[src/hwtc_pkg.sv]
// ----------------------------------------------------------------------------
// hwtc_pkg
// Shared types, codes and helpers of the hashed write-back tier cache.
// ----------------------------------------------------------------------------
`default_nettype none

package hwtc_pkg;

  localparam int DEF_WAYS     = 4;
  localparam int DEF_MAX_BINS = 1024;

  localparam int BLK_W   = 64;
  localparam int TAG_W   = 64;
  localparam int STAMP_W = 64;
  localparam int BINS_W  = 11;
  localparam int LINE_W  = 12;
  localparam int SEED_W  = 32;

  localparam logic [31:0] MM_C1 = 32'hcc9e2d51;
  localparam logic [31:0] MM_C2 = 32'h1b873593;
  localparam logic [31:0] MM_C3 = 32'h85ebca6b;
  localparam logic [31:0] MM_C4 = 32'hc2b2ae35;
  localparam logic [31:0] MM_N  = 32'he6546b64;
  localparam logic [31:0] MM_M5 = 32'd5;
  localparam logic [31:0] MM_LEN = 32'd4;

  localparam logic REG_SEED = 1'b0;
  localparam logic REG_BINS = 1'b1;

  typedef enum logic [1:0] {
    CMD_READ  = 2'd0,
    CMD_WRITE = 2'd1,
    CMD_COPY  = 2'd2,
    CMD_FILL  = 2'd3
  } cmd_t;

  typedef enum logic [3:0] {
    ST_CLEAR,
    ST_IDLE,
    ST_HASH,
    ST_DIV,
    ST_RD,
    ST_CHK,
    ST_UPD,
    ST_WB,
    ST_FILL
  } state_t;

  typedef struct packed {
    logic [TAG_W-1:0]   tag;
    logic [BLK_W-1:0]   home;
    logic [STAMP_W-1:0] stamp;
    logic               dirty;
  } entry_t;

  typedef struct packed {
    logic        start;
    logic [31:0] word;
    logic [31:0] seed;
  } hash_req_t;

  function automatic logic [31:0] bswap32(input logic [31:0] w);
    return {w[7:0], w[15:8], w[23:16], w[31:24]};
  endfunction

  function automatic logic [31:0] rotl32(input logic [31:0] x, input int r);
    return (x << r) | (x >> (32 - r));
  endfunction

endpackage

`default_nettype wire

[src/hwtc_hash.sv]
// ----------------------------------------------------------------------------
// hwtc_hash
// Multi-cycle 32-bit multiply-rotate hash of one big-endian 32-bit word,
// one multiply a step.
// ----------------------------------------------------------------------------
`default_nettype none

module hwtc_hash
  import hwtc_pkg::*;
(
  input  wire logic        clk,
  input  wire logic        rst,
  input  wire hash_req_t   req,
  output logic             done,
  output logic [31:0]      hash
);

  logic [2:0]  step;
  logic        busy;
  logic [31:0] x;
  logic [31:0] seed;
  logic [31:0] ma;
  logic [31:0] mb;
  logic [31:0] madd;
  logic [63:0] prod;
  logic [31:0] t;

  always_comb begin
    t    = x ^ MM_LEN;
    t    = t ^ (t >> 16);
    ma   = x;
    mb   = MM_C1;
    madd = '0;
    unique case (step)
      3'd0: begin
        ma = x;
        mb = MM_C1;
      end
      3'd1: begin
        ma = rotl32(x, 15);
        mb = MM_C2;
      end
      3'd2: begin
        ma   = rotl32(seed ^ x, 13);
        mb   = MM_M5;
        madd = MM_N;
      end
      3'd3: begin
        ma = t;
        mb = MM_C3;
      end
      3'd4: begin
        ma = x ^ (x >> 13);
        mb = MM_C4;
      end
      default: begin
        ma = x;
        mb = MM_C1;
      end
    endcase
    prod = 64'(ma) * 64'(mb);
  end

  always_ff @(posedge clk) begin
    if (rst) begin
      busy <= 1'b0;
      step <= '0;
      done <= 1'b0;
    end else begin
      done <= 1'b0;
      if (req.start) begin
        busy <= 1'b1;
        step <= '0;
      end else if (busy) begin
        if (step == 3'd5) begin
          busy <= 1'b0;
          done <= 1'b1;
        end else begin
          step <= step + 3'd1;
        end
      end
    end
  end

  always_ff @(posedge clk) begin
    if (req.start) begin
      x    <= bswap32(req.word);
      seed <= req.seed;
    end else if (busy) begin
      if (step == 3'd5) begin
        hash <= x ^ (x >> 16);
      end else begin
        x <= prod[31:0] + madd;
      end
    end
  end

endmodule

`default_nettype wire

[config.mk]
export PLATFORM = sky130hd
export DESIGN_NAME = hwtc_hash
export DESIGN_NICKNAME = d
export VERILOG_FILES = /design/src/hwtc_pkg.sv /design/src/hwtc_hash.sv
export SDC_FILE = /design/constraint.sdc
export NUM_CORES = 1
export LEC_CHECK = 0
export BUFFER_PORTS_ARGS = -buffer_cell sky130_fd_sc_hd__buf_2
export CORE_ASPECT_RATIO = 0.7
export CORE_UTILIZATION = 40
export CTS_BUF_LIST = sky130_fd_sc_hd__clkbuf_4
export DETAILED_ROUTE_END_ITERATION = 6
export HOLD_SLACK_MARGIN = 0.12
export PLACE_DENSITY_LB_ADDON = 0.08
export SKIP_LAST_GASP = 1
export SYNTH_ARGS = -nofsm -noshare
export SYNTH_HDL_FRONTEND = slang
export SYNTH_SLANG_ARGS = --single-unit
[constraint.sdc]
create_clock -name clk -period 18.8 [get_ports clk]
set_input_delay 3.76 -clock clk [delete_from_list [all_inputs] [get_ports clk]]
set_output_delay 3.76 -clock clk [all_outputs]
set_load 0.02 [all_outputs]
==> After elaboration in Yosys (flattened, before gate mapping) <==
Index checks and enable logic that the tools add are counted.
{ "totals": {"elab_cells": 41, "regBits": 101, "output_inout_bits": 33, "inputBits": 67} }
{ "classes": {"addsub": 2, "mul": 1, "bitwise_logic": 10, "muxes": 10, "n_reduce_logical": 6, "n_eq_ne": 6} }
{ "op_table": {"columns": ["operator", "count"], "rows": [
  ["one-hot mux 32 bit (4 select lines)", 2],
  ["2-to-1 mux 32 bit", 4],
  ["bitwise XOR 32 x 16 -> 32 bit", 2],
  ["adder 32 bit", 1],
  ["multiplier 32 x 32 -> 32 bit", 1],
  ["OR 32 x 13 -> 32 bit", 1],
  ["OR 32 x 15 -> 32 bit", 1],
  ["bitwise XOR 32 x 19 -> 32 bit", 1],
  ["bitwise XOR 32 bit", 1],
  ["equality test 3 x 2 -> 1 bit, second input constant", 2],
  ["equality test 3 bit, second input constant", 2],
  ["2-to-1 mux 1 bit", 4],
  ["inverter 1 bit", 4],
  ["AND reduction 2 bit", 2],
  ["adder 3 x 1 -> 3 bit, second input constant", 1],
  ["equality test 3 x 1 -> 1 bit, second input constant", 1],
  ["AND reduction 3 bit", 1],
  ["OR reduction 3 bit", 1],
  ["inequality test 2 bit, second input constant", 1],
  ["nonzero test 2 bit", 1],
  ["OR reduction 2 bit", 1]
]} }

==> Longest topological paths before layout <==
{ "depth": {"word_depth": 8, "ltp_mapped": 42, "mapped_depth_nobuf": 39} }

==> Least setup slack after synthesis <==
No wires, ideal clock.
{ "synth_path": {"path_type": "register to register", "startpoint": "reg step[0]", "endpoint": "reg x[31], data pin", "path_buffers": 2, "t_arrival_ns": 8.525, "path_stages_with_launch": 33, "period_less_slack_ns": 8.788, "setup_slack_ns": 10.012, "setup_ns": 0.263, "required_ns": 18.537, "path_cell_list": "dfxtp_1 > ha_1 > ha_1 > clkbuf_1 > clkbuf_1 > a211o_1 > a221oi_1 > nor2_1 > a21oi_1 > inv_1 > nand2_1 > inv_1 > fa_1 > fa_1 > fa_1 > inv_1 > fa_1 > fa_1 > fa_1 > fa_1 > fa_1 > xor2_1 > xnor2_1 > xnor2_1 > xnor2_1 > xnor3_1 > xnor2_1 > xnor3_1 > xnor2_1 > xnor3_1 > xnor2_1 > xnor2_1 > o21ai_1"} }
{ "synth_between": {"elab_chain_cells": 7, "word_cells_on_any_way": 12, "classes_between": "add/sub: 1; mul: 1; eq/ne: 4; mux: 6"} }
{ "synth_lines": {"columns": ["item", "line_no", "text"], "rows": [
  ["from (decl)", "hwtc_hash.sv:18", "logic [2:0] step;"],
  ["from (signal assigned)", "hwtc_hash.sv:79", "step <= step + 3'd1;"],
  ["equality test 3 bit (tied with other cells)", "hwtc_hash.sv:34", "unique case (step)"],
  ["one-hot mux 32 bit (4 select lines)", "hwtc_hash.sv:34", null],
  ["multiplier 32 x 32 -> 32 bit", "hwtc_hash.sv:61", "prod = 64'(ma) * 64'(mb);"],
  ["adder 32 bit *", "hwtc_hash.sv:93", "x <= prod[31:0] + madd;"],
  ["2-to-1 mux 32 bit *", "hwtc_hash.sv:90", "if (step == 3'd5) begin"],
  ["2-to-1 mux 32 bit *", "hwtc_hash.sv:89", "end else if (busy) begin"],
  ["2-to-1 mux 32 bit *", "hwtc_hash.sv:86", "if (req.start) begin"],
  ["to (signal assigned)", "hwtc_hash.sv:87", "x <= bswap32(req.word);"],
  ["to (signal assigned)", "hwtc_hash.sv:93", null],
  ["to (decl)", "hwtc_hash.sv:20", "logic [31:0] x;"]
]} }
Mark *: on every way between the ends. The rest lies on a longest branch, timed or not. The select of a mux whose other input is x is not followed.
A chain may end at the register's enable or synchronous reset.

==> Final worst setup path <==
{ "layout_path": {"startpoint": "reg step[0]", "endpoint": "reg x[30], data pin"} }
The elaborated chain is that of the path after synthesis.

==> impl_metrics.env <==
export IMPL_synth_most_common_cell="inv_1"
export IMPL_synth_common_cells="inv_1 (589), fa_1 (414), nand2_1 (181), ha_1 (147), nor2_1 (143)"
export IMPL_synth_top_area_share_pct=40.8
export IMPL_h_tree_depth=3
export IMPL_ys_seq_elements=101
export IMPL_cts_tree="yes"
export IMPL_fillerInstances=5060
export IMPL_clk_pin_slew_ps=220
export IMPL_chipHeight_um=190
export IMPL_relSlewSlack_pct=24.7
export IMPL_tightest_slew_ps=1130
export IMPL_ant_nets=0
export IMPL_hold_path_class="reg -> reg"
export IMPL_drive_gt1_share_pct=8.33
export IMPL_period_minus_slack_ps=10790
export IMPL_grt_use_total_pct=32.6
export IMPL_status="finished clean"
export IMPL_slew_violations=0
export IMPL_post_drt_wl_per_cell_um=28.9
export IMPL_numClockSinks=101
export IMPL_slowest_delay_ps=760
export IMPL_postCtsResizedCells=0
export IMPL_worstPathRequired_ps=19240
export IMPL_hold_violations=0
export IMPL_rows=68
export IMPL_start_kind="flop"
export IMPL_post_cts_buffers=0
export IMPL_viasPerCell=5.35
export IMPL_globalplace_congestion=0.994
export IMPL_syn_area_sq_um=20300
export IMPL_grt_antenna_before_repair=5
export IMPL_holdBufCountCts=0
export IMPL_drc=0
export IMPL_dr_first_iter_drc_count=1741
export IMPL_regArea_sq_um=2980
export IMPL_setup_violations=0
export IMPL_port_buffer_count=99
export IMPL_yosys_area_top_type="fa_1"
export IMPL_fin_setup_tns_ps=0
export IMPL_num_io_pins=100
export IMPL_area_growth_pct=6.40
export IMPL_postSynthCellCount=2109
export IMPL_vias=15128
export IMPL_cts_path_max_buffers=2
export IMPL_cpMaxStageDelayCell="o21ai_0"
export IMPL_clock_root_buffer="clkbuf_4"
export IMPL_insertion_delay_ps=550
export IMPL_ys_async_sr_fraction_pct=0
export IMPL_drtPass1Iterations=7
export IMPL_synth_warnings=0
export IMPL_cpMostUsedCell="inv_1"
export IMPL_clock_fmax_mhz=92.7
export IMPL_wl_mm=81.6
export IMPL_nets=2783
export IMPL_synth_distinct_cells=67
export IMPL_crit_fanout=19
export IMPL_crit_arrival_ps=11230
export IMPL_yosysSeqAreaShare_pct=14.7
export IMPL_grt_first_pass_wirelength_mm=117
export IMPL_fin_worst_skew_ps=33.4
export IMPL_overflow=0
export IMPL_yosys_top_cells_area="fa_1 (41%), edfxtp_1 (14%), inv_1 (11%)"
export IMPL_first_global_vias=15853
export IMPL_maxCapViolations=0
export IMPL_path_class="reg -> reg"
export IMPL_detailed_place_hpwl_mm=70.3
export IMPL_cp_end_kind="flop"
export IMPL_dieArea_sq_um=51700
export IMPL_synth_edff_count=96
export IMPL_numCtsBuffers=9
export IMPL_syn_avg_cell_area_sq_um=9.63
export IMPL_finalCritPeriodShare_pct=57.4
export IMPL_multi_input_area_sq_um=14700
export IMPL_rsz0062_at_grt="false"
export IMPL_die_w_um=271
export IMPL_grt_max_degree=60
export IMPL_start_util_pct=40.9
export IMPL_core_area_sq_um=49700
export IMPL_synthFlopType="edfxtp_1"
export IMPL_synth_net_count=2737
-- area by class of cell --
cell class / count / area share (%)
diodes: 2 / 0.0232
clock buffers: 9 / 0.313
inverters: 596 / 10.4
well taps: 665 / 3.85
flip-flops and latches: 101 / 13.8
clock inverters: 7 / 0.446
multi-input cells: 1328 / 68.2
repair buffers: 119 / 3.00
-- metal layers --
metal  vias to the layer above  wire, um  GRT usage, %
li1                       6429         -             -
met1                      7896     38800          50.6
met2                       743     34300          47.6
met3                        58      7510          6.57
met4                         2      1010          4.47
met5                         -        13             0
-- metrics by stage --
step	worst slack (ps)	hold WS (ps)	utilization, %	instance area [sq um]	std cells
floorplan	10010	421	-	20300	2109
global placement	8340	558	43.1	21400	2809
detailed placement	8210	573	43.1	21400	2809
CTS	8200	599	43.5	21600	2825
global route	7460	653	43.5	21600	2827
finish	8010	595	43.5	21600	2827
-- cell usage in the layout, fill, tap and decap left out, types with 5 or more instances in the layout --
master / synthesis / routed
a221oi_1: 11 / 11
nand2_1: 181 / 181
a22oi_1: 26 / 26
nand3_1: 10 / 10
xnor2_1: 62 / 62
nand2b_1: 8 / 8
inv_1: 589 / 589
and2_1: 18 / 18
a21o_1: 11 / 11
buf_2: 13 / 98
ha_1: 147 / 147
dfxtp_1: 5 / 5
o21ai_0: 46 / 46
nor2_1: 143 / 143
fa_1: 414 / 414
a221o_1: 10 / 10
nor3_1: 8 / 7
clkbuf_4: 0 / 9
o21ai_1: 6 / 6
o22ai_1: 5 / 5
xnor3_1: 5 / 5
mux2_2: 7 / 7
o21bai_1: 10 / 10
a21oi_1: 47 / 46
buf_4: 1 / 21
o21a_1: 10 / 10
o21ai_2: 6 / 6
xor2_1: 69 / 69
edfxtp_1: 96 / 96
-- cell families after synthesis --
| group | count (synthesis) | synth area share [%] |
|---|---|---|
| flip-flops | 101 | 14.7 |
| multiplexers | 8 | 0.438 |
| AND/OR/NAND/NOR | 397 | 8.23 |
| adder cells (fa/ha/maj) | 561 | 49.9 |
| buffers and inverters | 680 | 12.8 |
| AO/OA/AOI/OAI | 225 | 7.61 |
| XOR/XNOR | 137 | 6.29 |
-- flip-flops by register name, summed over array words and instances, names as in the netlist --
| signal | count |
|---|---|
| busy | 1 |
| done | 1 |
| x | 32 |
| seed | 32 |
| hash | 32 |
| step | 3 |
-- path summary, 6_finish.rpt --
check,slack [ps],cells after the start,endpoint,start
setup / recovery,8010,35,x[30],step[0]
hold reg to reg,600,2,done,busy
hold / removal,600,2,done,busy
setup reg to reg,8010,35,x[30],step[0]
-- worst max-delay path, delay by kind of cell, from the launching register on --
| family | cells | cell delay (ps) |
|---|---|---|
| DFF | 1 | 390 |
| and+or+nand+nor | 4 | 860 |
| buffers and inverters | 13 | 2060 |
| adders and majority gates | 10 | 4620 |
| AOI/OAI and AO/OA | 8 | 2730 |
Power is left out: the tool's default activity adds up to more than one toggle a clock period on the data nets, which glitch-free logic cannot reach.
